<file path="config.mk">
export PLATFORM = sky130hd
export DESIGN_NAME = ctiv_ctrl
export DESIGN_NICKNAME = d
export VERILOG_FILES = /design/src/rtl/core/challenge_table_issue_verify_core_macros.svh /design/src/rtl/core/ctiv_pkg.sv /design/src/rtl/core/ctiv_ctrl.sv
export SDC_FILE = /design/constraint.sdc
export NUM_CORES = 1
export LEC_CHECK = 0
export BUFFER_PORTS_ARGS = -buffer_cell sky130_fd_sc_hd__buf_4
export CAP_MARGIN = 20
export CORE_AREA = 4 4 41 43
export DETAILED_ROUTE_END_ITERATION = 6
export DIE_AREA = 0 0 45 47
export PLACE_DENSITY = 0.42
export REMOVE_ABC_BUFFERS = 1
export SLEW_MARGIN = 20
export SYNTH_ARGS = -nofsm -noshare
export SYNTH_HDL_FRONTEND = slang
export SYNTH_SLANG_ARGS = --single-unit
</file>
<file path="constraint.sdc">
create_clock -name clk_i -period 1.55 [get_ports clk_i]
set_clock_uncertainty 0.05 [all_clocks]
set_input_delay 0.31 -clock clk_i [delete_from_list [all_inputs] [get_ports clk_i]]
set_output_delay 0.31 -clock clk_i [all_outputs]
set_load 0.01 [all_outputs]
</file>
<file path="src/rtl/core/challenge_table_issue_verify_core_macros.svh">
// ----------------------------------------------------------------------------
// Challenge table core: assertion macros
// Concurrent assertion shorthands used by the top level.
// ----------------------------------------------------------------------------
`ifndef CHALLENGE_TABLE_ISSUE_VERIFY_CORE_MACROS_SVH
`define CHALLENGE_TABLE_ISSUE_VERIFY_CORE_MACROS_SVH

// Assertion with explicit clock and active-low reset
`define CTIV_ASSERT_CLK(lbl, clk, rstn, prop) \
  lbl: assert property (@(posedge clk) disable iff (!rstn) prop) \
    else $error("challenge table core assertion failed");

// Assertion on the block clock and reset
`define CTIV_ASSERT(lbl, prop) \
  `CTIV_ASSERT_CLK(lbl, clk_i, rst_ni, prop)

`endif

</file>
<file path="src/rtl/core/ctiv_pkg.sv">
// ----------------------------------------------------------------------------
// Challenge table package
// Sizes, entry layout, result codes and controller types.
// ----------------------------------------------------------------------------
package ctiv_pkg;

  localparam int NUM_ENTRIES = 1024;
  localparam int IDX_W       = (NUM_ENTRIES > 1) ? $clog2(NUM_ENTRIES) : 1;
  localparam int SLOT_W      = 10;
  localparam int WORD_W      = 32;
  localparam logic [WORD_W-1:0] WORD_MAX = '1;

  typedef enum logic [1:0] {
    ST_ISSUED   = 2'd0,
    ST_ACCEPTED = 2'd1,
    ST_BAD      = 2'd2,
    ST_NONE     = 2'd3
  } status_e;

  typedef enum logic {
    ACT_ISSUE  = 1'b0,
    ACT_VERIFY = 1'b1
  } action_e;

  typedef enum logic [2:0] {
    CTRL_CLEAR,
    CTRL_IDLE,
    CTRL_SCAN,
    CTRL_DRAIN,
    CTRL_DECIDE
  } ctrl_state_e;

  // One table entry as stored in memory
  typedef struct packed {
    logic              valid;
    logic [WORD_W-1:0] addr;
    logic [WORD_W-1:0] chal;
    logic [WORD_W-1:0] stamp;
  } entry_t;

  // Controller to datapath
  typedef struct packed {
    logic clr_step;  // write one zero entry during the reset sweep
    logic start;     // latch the request, restart the scan
    logic scan_rd;   // read the next entry
    logic finish;    // resolve, update the table, load the result
  } ctiv_cmd_t;

  // Datapath to controller
  typedef struct packed {
    logic idx_last;  // entry counter sits on the last entry
    logic out_free;  // result register can take a new transaction
  } ctiv_sts_t;

  // Low SLOT_W bits of an entry index, zero extended when narrower
  function automatic logic [SLOT_W-1:0] slot_of(logic [IDX_W-1:0] idx);
    logic [SLOT_W+IDX_W-1:0] ext;
    ext = {{SLOT_W{1'b0}}, idx};
    return ext[SLOT_W-1:0];
  endfunction

endpackage

</file>
<file path="src/rtl/core/ctiv_ctrl.sv">
// ----------------------------------------------------------------------------
// Challenge table controller
// Sequences the reset sweep, the table scan and the final update.
// ----------------------------------------------------------------------------
module ctiv_ctrl import ctiv_pkg::*; (
  input  logic      clk_i,
  input  logic      rst_ni,
  input  logic      in_valid_i,
  output logic      in_ready_o,
  input  ctiv_sts_t sts_i,
  output ctiv_cmd_t cmd_o
);

  ctrl_state_e state_q, state_d;

  // State register
  always_ff @(posedge clk_i or negedge rst_ni) begin
    if (!rst_ni) begin
      state_q <= CTRL_CLEAR;
    end else begin
      state_q <= state_d;
    end
  end

  // Next state and commands
  always_comb begin
    state_d    = state_q;
    cmd_o      = '0;
    in_ready_o = 1'b0;
    case (state_q)
      CTRL_CLEAR: begin
        cmd_o.clr_step = 1'b1;
        if (sts_i.idx_last) state_d = CTRL_IDLE;
      end
      CTRL_IDLE: begin
        in_ready_o = 1'b1;
        if (in_valid_i) begin
          cmd_o.start = 1'b1;
          state_d     = CTRL_SCAN;
        end
      end
      CTRL_SCAN: begin
        cmd_o.scan_rd = 1'b1;
        if (sts_i.idx_last) state_d = CTRL_DRAIN;
      end
      // last read word is compared here
      CTRL_DRAIN: begin
        state_d = CTRL_DECIDE;
      end
      // wait for room in the result register
      CTRL_DECIDE: begin
        if (sts_i.out_free) begin
          cmd_o.finish = 1'b1;
          state_d      = CTRL_IDLE;
        end
      end
      default: begin
        state_d = CTRL_CLEAR;
      end
    endcase
  end

endmodule

</file>
==> load_flow_metrics.sql, run 1 <==
INSERT INTO impl_metrics (metric_group, metric, value, unit) VALUES
('detailed_routing', 'wl_per_cell', '10.7', 'um'),
('synthesis', 'synthXorXnorAreaFrac', '0', '%'),
('power_and_ir_drop', 'cellLeakagePower', '0.154', 'nW'),
('detailed_routing', 'drt_pass1_iterations', '2', ''),
('cells_and_area', 'seqCellArea', '78.8', 'um2'),
('synthesis', 'post_synthesis_mux_area_share', '0', '%'),
('worst_setup_path', 'timing.setup.critical_path_class', 'flip-flop to output port', ''),
('synthesis', 'post_synthesis_cell_area', '196', 'um2'),
('sta', 'rsz0062_at_grt', 'yes', ''),
('floorplanning', 'io-pin-count', '10', ''),
('cells_and_area', 'largest_registers', 'state_q x3', ''),
('detailed_routing', 'remaining_antenna_violation_count', '0', ''),
('clock_tree', 'tritoncts', 'built', ''),
('worst_setup_path', 'critical_path_fanouts_max', '8', ''),
('global_routing', 'grt_max_degree', '11', ''),
('synthesis', 'synth_largest_type_area_fraction', '38.2', '%'),
('floorplanning', 'dieWidth', '45', 'um'),
('cells_and_area', 'number_of_flip_flops_under_the_largest_register_name', '3', ''),
('synthesis', 'yosys_most_used_dff', 'sky130_fd_sc_hd__dfrtp_1', ''),
('placed_design', 'placedInstanceArea', '267', 'um2'),
('floorplanning', 'die_area', '2120', 'um2'),
('cells_and_area', 'multiInputGateArea', '108', 'um2'),
('synthesis', 'synth-seq-area-share', '38.2', '%'),
('cells_and_area', 'register_name_with_the_most_flops', 'state_q', ''),
('detailed_routing', 'initial_detailed_routing_violation_count', '5', ''),
('worst_setup_path', 'critPathArrivalTime', '1.15', 'ns'),
('sta', 'timing.final.setup_violations', '0', ''),
('sta', 'timing.slew.headroom', '83.8', '%'),
('cells_and_area', 'layout_cell_share_with_drive_strength_beyond_1', '57.6', '%'),
('worst_setup_path', 'worst_path_largest_cell_delay', '0.44', 'ns'),
('sta', 'hold_ws', '0.252', 'ns'),
('cells_and_area', 'antenna_cells_inserted', '0', ''),
('floorplanning', 'initial_core_util', '15.1', '%'),
('sta', 'worst_slew_pin_slew', '0.239', 'ns'),
('synthesis', 'synth.yosys.warnings', '0', ''),
('synthesis', 'synthMostInstantiatedCell', 'sky130_fd_sc_hd__dfrtp_1', ''),
('synthesis', 'synth_common_cells', '3 x sky130_fd_sc_hd__dfrtp_1, 2 x sky130_fd_sc_hd__nand3b_1', ''),
('clock_tree', 'cts-root-buf', 'sky130_fd_sc_hd__clkbuf_4', ''),
('power_and_ir_drop', 'cellPowerDensity', '1890', 'nW/um2'),
('status', 'status', 'finished, final reports clean', ''),
('floorplanning', 'area_of_the_core', '1300', 'um2'),
('worst_setup_path', 'critical_path.startpoint_type', 'flip-flop', ''),
('detailed_routing', 'route.detailed.vias_per_inst', '3.94', ''),
('cells_and_area', 'stdcell_area', '328', 'um2'),
('global_routing', 'grt_first_pass_wirelength', '800', 'um'),
('sta', 'final-hold-violation-count', '0', ''),
('sta', 'final_min_period_over_clock_period', '97.2', '%'),
('clock_tree', 'cts.reportedPaths.clkPinSlew', '0.04', 'ns'),
('clock_tree', 'cts.htree.levels', '1', ''),
('synthesis', 'synth.lib_cells_used.distinct', '16', ''),
('cells_and_area', 'filler_cells_inserted', '150', ''),
('synthesis', 'synth-compound-area-share', '7.01', '%'),
('detailed_routing', 'drt-total-wl', '512', 'um'),
('cells_and_area', 'finish.cell_count_without_fillers', '48', ''),
('sta', 'fmax', '0.664', 'GHz'),
('global_routing', 'remaining_global_route_overflow', '0', ''),
('detailed_routing', 'route.detailed.drc', '0', ''),
('global_routing', 'antenna_found_initial', '0', ''),
('global_routing', 'vias_in_the_first_global_route', '192', ''),
('floorplanning', 'die_span_y', '47', 'um'),
('synthesis', 'synth_top_area_cell', 'sky130_fd_sc_hd__dfrtp_1', ''),
('sta', 'post-route-worst-setup-slack', '0.0434', 'ns'),
('placed_design', 'port_buffers', '9', ''),
('worst_setup_path', 'worst_setup_path_end_kind', 'output port', ''),
('placed_design', 'pre_cts_ws', '0.253', 'ns'),
('clock_tree', 'clkLatencyLatePin', '0.23', 'ns'),
('worst_hold_path', 'min_path_type', 'primary input to flip-flop', ''),
('cells_and_area', 'area_overhead_vs_synth', '66.9', '%'),
('synthesis', 'edff_count_synth', '0', ''),
('synthesis', 'yosys_register_bits', '3', ''),
('synthesis', 'synth_fa_ha_area_share', '0', '%');
==> power breakdown <==
| group | internal [mW] | total, mW | switching [mW] |
|---|---|---|---|
| registers | 0.119 | 0.190 | 0.0712 |
| clock network | 0.0965 | 0.137 | 0.0409 |
| logic | 0.190 | 0.294 | 0.104 |
| total | 0.405 | 0.621 | 0.216 |
==> layout make-up <==
class | count | area share, %
multi-input cells | 14 | 32.8
repair buffers | 12 | 29.4
flip-flops and latches | 3 | 24.0
clock buffers | 4 | 8.02
well taps | 15 | 5.73
==> cell families (layout without fill, tap and decap cells) <==
family                 Yosys count  after routing
AND/OR/NAND/NOR                 12             12
flip-flops                       3              3
AO/OA/AOI/OAI                    2              2
buffers and inverters            2             16
==> per-layer routing <==
layer / global-route usage [%] / vias to the layer above / part of all wire [%]
met1: 4.33 / 85 / 35
li1: - / 97 / -
met4: 5.26 / 0 / 0
met2: 9.89 / 7 / 60
met3: 4.60 / 0 / 4.1
met5: 0 / - / 0
==> worst max-delay path, delay by kind of cell (launching register included) <==
kind / cells / cell delay [ns]
and+or+nand+nor: 2 / 0.37
DFF: 1 / 0.44
buffers and inverters: 1 / 0.09
==> worst paths after layout <==
path	startpoint	to	slack, ns	cells after the start
hold / removal	sts_i[1]	state_q[0]	0.25	2
max in group asynchronous	rst_ni	state_q[0]	0.98	2
hold reg to reg	state_q[2]	state_q[1]	0.48	1
setup / recovery	state_q[1]	cmd_o[2]	0.04	3
setup reg to reg	state_q[1]	state_q[2]	0.24	3
min in group asynchronous	rst_ni	state_q[1]	0.36	2
==> what timing repair did <==
item                                    CTS  global route
resized for setup                         1             4
hold buffers                              1             0
pin swaps                                 0             2
hold endpoints to repair                  3             0
setup buffers                             0             2
endpoints found under the setup margin    1             2
==> placed cells by master (no fill, tap or decap), drive strengths merged <==
cell type	netlist	final
dlygate4sd3	0	1
a21oi	1	1
nand2	1	1
a211o	1	1
clkbuf	0	4
nor4b	1	1
nand2b	1	1
dfrtp	3	3
buf	2	11
or4b	1	1
nor3b	2	2
nand3b	2	2
nor2	1	1
nor3	1	1
and4bb	1	1
and2	1	1
==> stage by stage <==
stage / setup TNS [ns] / power [mW] / utilization, %
after global placement: 0 / 0.428 / 20.5
after CTS: 0 / 0.582 / 23.4
after global routing: -0.00832 / 0.671 / 25.2
after floorplan: 0 / 0.306 / -
final: 0 / 0.621 / 25.2
after detailed placement: 0 / 0.432 / 20.5
Power figures use the tool's default switching activity.
==> run 2: changes to the inputs <==
--- a/config.mk
+++ b/config.mk
@@ -11,8 +11,8 @@
 export DETAILED_ROUTE_END_ITERATION = 6
 export DIE_AREA = 0 0 45 47
 export PLACE_DENSITY = 0.42
+export RECOVER_POWER = 25
 export REMOVE_ABC_BUFFERS = 1
-export SLEW_MARGIN = 20
 export SYNTH_ARGS = -nofsm -noshare
 export SYNTH_HDL_FRONTEND = slang
 export SYNTH_SLANG_ARGS = --single-unit
==> run 2 against run 1 <==
Total power decreased by 0.19%. First-iteration DRC count stayed put. Maximum frequency unchanged. Final area is 1.1% lower. Flip-flop and latch count unchanged. Wire length shrank 0.39%. Hold slack about the same. Clock-buffer cell count is the same. Utilization decreased by 0.29 points. Setup slack unchanged. Register-to-register slack hardly changed.
==> load_flow_metrics.sql, run 2 (synthesis results as in run 1) <==
INSERT INTO impl_metrics (metric_group, metric, value, unit) VALUES
('status', 'status', 'finished, final reports clean', ''),
('worst_setup_path', 'timing.setup.critical_path_class', 'flip-flop to output port', ''),
('sta', 'worst_slew_pin_slew', '0.239', 'ns'),
('clock_tree', 'cts_made_buffers', '3', ''),
('worst_setup_path', 'critPathArrivalTime', '1.15', 'ns'),
('clock_tree', 'clock_tree.buffer_depth', '2', ''),
('cells_and_area', 'layout.nets', '39', ''),
('cells_and_area', 'largest_registers', 'state_q x3', ''),
('worst_setup_path', 'worst_r2r_path_depth', '3', ''),
('clock_tree', 'cts-root-buf', 'sky130_fd_sc_hd__clkbuf_4', ''),
('worst_setup_path', 'cp_cell_sequence', 'nor3b_2, and2_4, buf_6', ''),
('clock_tree', 'cts.htree.levels', '1', ''),
('placed_design', 'placedInstanceArea', '267', 'um2'),
('cells_and_area', 'finish.cell_count_without_fillers', '48', ''),
('floorplanning', 'die_area', '2120', 'um2'),
('worst_setup_path', 'critical_path_fanouts_max', '8', ''),
('sta', 'fin_crit', '1.51', 'ns'),
('sta', 'timing.slew.headroom', '83.8', '%'),
('sta', 'timing.final.setup_violations', '0', ''),
('detailed_routing', 'remaining_antenna_violation_count', '0', ''),
('floorplanning', 'area_of_the_core', '1300', 'um2'),
('cells_and_area', 'layout_cell_share_with_drive_strength_beyond_1', '54.5', '%'),
('worst_setup_path', 'critical_path.startpoint_type', 'flip-flop', ''),
('global_routing', 'vias_in_the_first_global_route', '192', ''),
('worst_setup_path', 'required_time_at_the_worst_slack_endpoint', '1.19', 'ns'),
('power_and_ir_drop', 'ir_worst_vdd', '0.442', 'mV'),
('cells_and_area', 'antenna_cells_inserted', '0', ''),
('cells_and_area', 'fin_util', '24.9', '%'),
('placed_design', 'pre_cts_ws', '0.253', 'ns'),
('power_and_ir_drop', 'cellPowerDensity', '1910', 'nW/um2'),
('worst_hold_path', 'min_delay_path_depth', '2', ''),
('global_routing', 'grt_first_pass_wirelength', '800', 'um'),
('placed_design', 'cells_after_dpl', '41', ''),
('cells_and_area', 'register_name_with_the_most_flops', 'state_q', ''),
('cells_and_area', 'layout_common_cells', '9 x sky130_fd_sc_hd__buf_4, 3 x sky130_fd_sc_hd__clkbuf_4, 3 x sky130_fd_sc_hd__dfrtp_2', ''),
('sta', 'fmax', '0.664', 'GHz'),
('cells_and_area', 'seqCellArea', '78.8', 'um2'),
('placed_design', 'finalWeightedCongestion', '0.705', ''),
('global_routing', 'antenna_found_initial', '0', ''),
('detailed_routing', 'drt_pass1_iterations', '2', ''),
('detailed_routing', 'route.detailed.vias_per_inst', '3.94', ''),
('global_routing', 'combined_global_route_utilization_of_all_metal_layers', '5.93', '%'),
('sta', 'drv_slew', '0', ''),
('worst_setup_path', 'timing.critical_path.slowest_stage_cell', 'sky130_fd_sc_hd__dfrtp_2', ''),
('sta', 'post-route-worst-setup-slack', '0.0434', 'ns'),
('sta', 'final-hold-violation-count', '0', ''),
('floorplanning', 'rows', '13', ''),
('detailed_routing', 'route.detailed.drc', '0', ''),
('sta', 'rsz0062_at_grt', 'yes', ''),
('floorplanning', 'initial_core_util', '15.1', '%'),
('cells_and_area', 'mostFrequentLayoutCell', 'sky130_fd_sc_hd__buf_4', ''),
('clock_tree', 'cts.sink_count', '3', ''),
('power_and_ir_drop', 'total_power', '0.620', 'mW'),
('cells_and_area', 'filler_cells_inserted', '152', ''),
('sta', 'hold_ws', '0.252', 'ns'),
('worst_setup_path', 'worst_path_largest_cell_delay', '0.44', 'ns'),
('sta', 'final_min_period_over_clock_period', '97.2', '%'),
('floorplanning', 'die_span_y', '47', 'um'),
('global_routing', 'remaining_global_route_overflow', '0', ''),
('placed_design', 'port_buffers', '9', ''),
('floorplanning', 'io-pin-count', '10', ''),
('detailed_routing', 'initial_detailed_routing_violation_count', '5', ''),
('cells_and_area', 'multiInputGateArea', '108', 'um2'),
('worst_hold_path', 'min_path_type', 'primary input to flip-flop', ''),
('cells_and_area', 'number_of_flip_flops_under_the_largest_register_name', '3', ''),
('run', 'drv.max_cap_violation_count', '0', ''),
('sta', 'totalNegativeSetupSlack', '0', 'ns'),
('clock_tree', 'tritoncts', 'built', ''),
('detailed_routing', 'route.vias.total', '189', ''),
('clock_tree', 'clkLatencyLatePin', '0.23', 'ns'),
('global_routing', 'grt_max_degree', '11', ''),
('cells_and_area', 'area_overhead_vs_synth', '65.0', '%'),
('floorplanning', 'dieWidth', '45', 'um'),
('worst_setup_path', 'worst_setup_path_end_kind', 'output port', ''),
('power_and_ir_drop', 'cellLeakagePower', '0.151', 'nW'),
('detailed_routing', 'wl_per_cell', '10.6', 'um'),
('cells_and_area', 'stdcell_area', '324', 'um2'),
('clock_tree', 'cts.reportedPaths.clkPinSlew', '0.04', 'ns'),
('detailed_routing', 'drt-total-wl', '510', 'um');
run 2: changes by cell type in the layout (fill, tap and decap cells not counted), sizes merged:
cell / change
buf: -1
clkbuf: +1
run 2: power breakdown:
| part | switching, mW | internal [mW] | total, mW |
|---|---|---|---|
| Combinational | 0.104 | 0.189 | 0.293 |
| Clock | 0.0409 | 0.0965 | 0.137 |
| Sequential | 0.0712 | 0.119 | 0.190 |
| Total | 0.216 | 0.404 | 0.620 |
run 2: what timing repair did:
action / 4_1_cts / 5_1_grt
endpoints found under the setup margin: 1 / 2
hold endpoints to repair: 3 / 0
pin swaps: 0 / 2
hold buffers: 1 / 0
buffers inserted: 0 / 2
resized for setup: 1 / 4
run 2: path summary, 6_finish.rpt:
check,from,end,slack [ns]
hold reg to reg,state_q[2],state_q[1],0.48
hold / removal,sts_i[1],state_q[0],0.25
setup reg to reg,state_q[1],state_q[2],0.24
min in group asynchronous,rst_ni,state_q[1],0.37
setup / recovery,state_q[1],cmd_o[2],0.04
max in group asynchronous,rst_ni,state_q[0],0.89
run 2: critical path, delay by kind of cell (launching register included):
family | cells | cell delay [ns]
flops | 1 | 0.44
buf+inv | 1 | 0.09
simple gates | 2 | 0.37
run 2: layout make-up:
cell class | instances | share of cell area, %
Sequential cell | 3 | 24.3
Clock buffer | 4 | 8.11
Multi-Input combinational cell | 14 | 33.2
Tap cell | 15 | 5.79
Timing Repair Buffer | 12 | 28.6
run 2: per-layer routing:
metal | track usage [%] | wire length, um
met2 | 9.89 | 308
met1 | 4.33 | 179
met3 | 4.60 | 21
met5 | 0 | 0
met4 | 5.26 | 0
==> run 3: changes to the inputs <==
--- a/config.mk
+++ b/config.mk
@@ -5,12 +5,14 @@
 export SDC_FILE = /design/constraint.sdc
 export NUM_CORES = 1
 export LEC_CHECK = 0
+export ABC_AREA = 1
 export BUFFER_PORTS_ARGS = -buffer_cell sky130_fd_sc_hd__buf_4
 export CAP_MARGIN = 20
 export CORE_AREA = 4 4 41 43
 export DETAILED_ROUTE_END_ITERATION = 6
 export DIE_AREA = 0 0 45 47
-export PLACE_DENSITY = 0.42
+export GPL_TIMING_DRIVEN = 0
+export PLACE_DENSITY = 0.41
 export RECOVER_POWER = 25
 export REMOVE_ABC_BUFFERS = 1
 export SYNTH_ARGS = -nofsm -noshare
==> run 3 against run 2 <==
Setup slack better by 0.020 ns. Largest power group unchanged. Critical path type unchanged. First-iteration DRC count is 60% lower. Final cell count increased by 27%. Sequential power decreased by 8%. Sequential share of layout area shrank 0.50 points. Wire length fell by 9.0%. Critical path depth up 1. Die area is the same. Utilization is 0.29 points lower. Global-route usage is 0.54 points lower. Clock-buffer cell count unchanged.
==> load_flow_metrics.sql, run 3 <==
INSERT INTO impl_metrics (metric_group, metric, value, unit) VALUES
('clock_tree', 'clock_tree.buffer_depth', '2', ''),
('worst_setup_path', 'worst_setup_path_end_kind', 'output port', ''),
('detailed_routing', 'route.vias.total', '221', ''),
('floorplanning', 'io-pin-count', '10', ''),
('cells_and_area', 'stdcell_area', '320', 'um2'),
('global_routing', 'grt_max_degree', '7', ''),
('worst_setup_path', 'critical_path_fanouts_max', '6', ''),
('clock_tree', 'cts_made_buffers', '3', ''),
('clock_tree', 'cts-root-buf', 'sky130_fd_sc_hd__clkbuf_4', ''),
('cells_and_area', 'seqCellArea', '76.3', 'um2'),
('synthesis', 'yosys_most_used_dff', 'sky130_fd_sc_hd__dfrtp_1', ''),
('cells_and_area', 'register_name_with_the_most_flops', 'state_q', ''),
('global_routing', 'combined_global_route_utilization_of_all_metal_layers', '5.39', '%'),
('synthesis', 'synth.area.top_cells', 'sky130_fd_sc_hd__dfrtp_1 39%, sky130_fd_sc_hd__nand2_1 19%, sky130_fd_sc_hd__inv_1 14%, sky130_fd_sc_hd__nor2_1 7.8%, sky130_fd_sc_hd__nand4_1 6.5%', ''),
('power_and_ir_drop', 'cellPowerDensity', '2000', 'nW/um2'),
('clock_tree', 'tritoncts', 'built', ''),
('run', 'drv.max_cap_violation_count', '0', ''),
('power_and_ir_drop', 'cellLeakagePower', '0.193', 'nW'),
('synthesis', 'postSynthCellCount', '31', ''),
('placed_design', 'finalWeightedCongestion', '0.669', ''),
('power_and_ir_drop', 'total_power', '0.640', 'mW'),
('floorplanning', 'dieWidth', '45', 'um'),
('cells_and_area', 'multiInputGateArea', '91.3', 'um2'),
('worst_setup_path', 'worst_r2r_path_depth', '4', ''),
('worst_setup_path', 'endpoint', 'cmd_o[2]', ''),
('worst_setup_path', 'critical_path.startpoint_type', 'flip-flop', ''),
('floorplanning', 'initial_core_util', '14.8', '%'),
('cells_and_area', 'layout.nets', '52', ''),
('clock_tree', 'cts.sink_count', '3', ''),
('cells_and_area', 'filler_cells_inserted', '158', ''),
('floorplanning', 'die_area', '2120', 'um2'),
('detailed_routing', 'drt-total-wl', '464', 'um'),
('synthesis', 'postSynth.asyncResetShare', '100', '%'),
('sta', 'final_min_period_over_clock_period', '95.9', '%'),
('cells_and_area', 'largest_registers', 'state_q x3', ''),
('global_routing', 'vias_in_the_first_global_route', '204', ''),
('cells_and_area', 'number_of_flip_flops_under_the_largest_register_name', '3', ''),
('worst_setup_path', 'crit_start', 'state_q[2]', ''),
('placed_design', 'placedInstanceArea', '279', 'um2'),
('worst_setup_path', 'reg2reg_setup_slack', '0.51', 'ns'),
('worst_setup_path', 'timing.rr.start', 'state_q[1]', ''),
('worst_setup_path', 'critPathArrivalTime', '1.13', 'ns'),
('cells_and_area', 'layout_common_cells', '10 x sky130_fd_sc_hd__nand2_1, 9 x sky130_fd_sc_hd__buf_4, 7 x sky130_fd_sc_hd__inv_1', ''),
('synthesis', 'synth_top_area_cell', 'sky130_fd_sc_hd__dfrtp_1', ''),
('synthesis', 'synth.lib_cells_used.distinct', '9', ''),
('detailed_routing', 'wl_per_cell', '7.61', 'um'),
('detailed_routing', 'route.detailed.drc', '0', ''),
('detailed_routing', 'remaining_antenna_violation_count', '0', ''),
('sta', 'drv_slew', '0', ''),
('sta', 'fmax', '0.673', 'GHz'),
('sta', 'final-hold-violation-count', '0', ''),
('clock_tree', 'cts.reportedPaths.clkPinSlew', '0.04', 'ns'),
('cells_and_area', 'area_overhead_vs_synth', '66.2', '%'),
('floorplanning', 'rows', '13', ''),
('cells_and_area', 'fin_util', '24.6', '%'),
('detailed_routing', 'drt_pass1_iterations', '2', ''),
('floorplanning', 'die_span_y', '47', 'um'),
('power_and_ir_drop', 'ir_worst_vdd', '0.476', 'mV'),
('worst_hold_path', 'min_path_type', 'primary input to flip-flop', ''),
('synthesis', 'synth_common_cells', '10 x sky130_fd_sc_hd__nand2_1, 7 x sky130_fd_sc_hd__inv_1, 4 x sky130_fd_sc_hd__nor2_1, 3 x sky130_fd_sc_hd__dfrtp_1', ''),
('global_routing', 'grt_first_pass_wirelength', '759', 'um'),
('floorplanning', 'area_of_the_core', '1300', 'um2'),
('sta', 'timing.final.setup_violations', '0', ''),
('worst_setup_path', 'required_time_at_the_worst_slack_endpoint', '1.19', 'ns'),
('clock_tree', 'clkLatencyLatePin', '0.23', 'ns'),
('synthesis', 'synth_largest_type_area_fraction', '39.0', '%'),
('placed_design', 'port_buffers', '9', ''),
('detailed_routing', 'route.detailed.vias_per_inst', '3.62', ''),
('synthesis', 'yosys_register_bits', '3', ''),
('clock_tree', 'cts.htree.levels', '1', ''),
('cells_and_area', 'mostFrequentLayoutCell', 'sky130_fd_sc_hd__nand2_1', ''),
('synthesis', 'synth-seq-area-share', '39.0', '%'),
('sta', 'rsz0062_at_grt', 'yes', ''),
('synthesis', 'synthMostInstantiatedCell', 'sky130_fd_sc_hd__nand2_1', ''),
('synthesis', 'post_synthesis_cell_area', '193', 'um2'),
('worst_setup_path', 'rr_endpoint', 'state_q[0]', ''),
('sta', 'fin_crit', '1.49', 'ns'),
('synthesis', 'synth.yosys.warnings', '0', ''),
('detailed_routing', 'initial_detailed_routing_violation_count', '2', ''),
('global_routing', 'antenna_found_initial', '0', ''),
('cells_and_area', 'layout_cell_share_with_drive_strength_beyond_1', '30.4', '%'),
('status', 'status', 'finished, final reports clean', ''),
('cells_and_area', 'antenna_cells_inserted', '0', ''),
('sta', 'timing.slew.headroom', '87.8', '%'),
('placed_design', 'hpwl', '346', 'um'),
('worst_setup_path', 'timing.setup.critical_path_class', 'flip-flop to output port', ''),
('global_routing', 'remaining_global_route_overflow', '0', ''),
('synthesis', 'syn_area_per_cell', '6.22', 'um2'),
('synthesis', 'edff_count_synth', '0', ''),
('sta', 'worst_slew_pin_slew', '0.182', 'ns'),
('sta', 'totalNegativeSetupSlack', '0', 'ns');
[run 3: cell count changes in the layout (fill, tap and decap cells not counted), sizes merged, moves of 2 or more]
cell / before / now
inv: 0 / 7
nand3b: 2 / 0
nor2: 1 / 5
nor3b: 2 / 0
nand2: 1 / 10
nand4: 0 / 2
nand3: 0 / 2
[run 3: kinds of logic after synthesis]
logic type	count (synthesis)	synth area share, %
AOI/OAI and AO/OA	1	2.59
buffers and inverters	7	13.6
DFF	3	39.0
and+or+nand+nor	20	44.8
[run 3: power breakdown]
group	switching (mW)	internal (mW)
clock network	0.0400	0.0964
registers	0.0543	0.119
logic	0.170	0.160
total	0.264	0.376
[run 3: area by class of cell]
type | instances | area share, %
inverters | 7 | 8.20
clock buffers | 4 | 8.20
repair buffers | 11 | 25.4
flip-flops and latches | 3 | 23.8
multi-input cells | 21 | 28.5
well taps | 15 | 5.86
[run 3: per-stage QoR]
stage	std cells	setup WS [ns]	hold slack, ns
after global placement	55	0.290	0.0522
after detailed placement	55	0.285	0.0513
final	61	0.0636	0.278
after CTS	60	0.0289	0.274
after floorplan	31	0.386	-0.0356
after global routing	61	-0.00744	0.294
[run 3: worst min path at each step]
stage / startpoint / end / slack (ns) / cells after the start
after floorplan: rst_ni / state_q[0] / -0.04 / 0
after global placement: rst_ni / state_q[1] / 0.05 / 1
after detailed placement: rst_ni / state_q[0] / 0.05 / 1
after CTS: sts_i[1] / state_q[1] / 0.27 / 4
after global routing: sts_i[1] / state_q[1] / 0.29 / 4
final: sts_i[1] / state_q[1] / 0.28 / 4
[run 3: routing by layer]
metal	vias to the layer above	GRT usage (%)	share of wire [%]
met2	5	7.34	51
met1	93	6.19	42
met4	0	7.02	0
met5	-	0	0
li1	123	-	-
met3	0	1.15	7.3
[run 3: repair_timing]
| item | CTS | global route |
|---|---|---|
| hold endpoints to repair | 3 | 0 |
| gates resized for setup | 0 | 1 |
| hold buffers | 1 | 0 |
| setup buffers | 0 | 1 |
| setup endpoints to repair | 0 | 1 |
[run 3: critical path: stages, from the launching register on]
cell	delay, ns
sky130_fd_sc_hd__dfrtp_2	0.43
sky130_fd_sc_hd__nor2_2	0.15
sky130_fd_sc_hd__nand2_1	0.09
sky130_fd_sc_hd__nor2_1	0.09
sky130_fd_sc_hd__buf_4	0.12
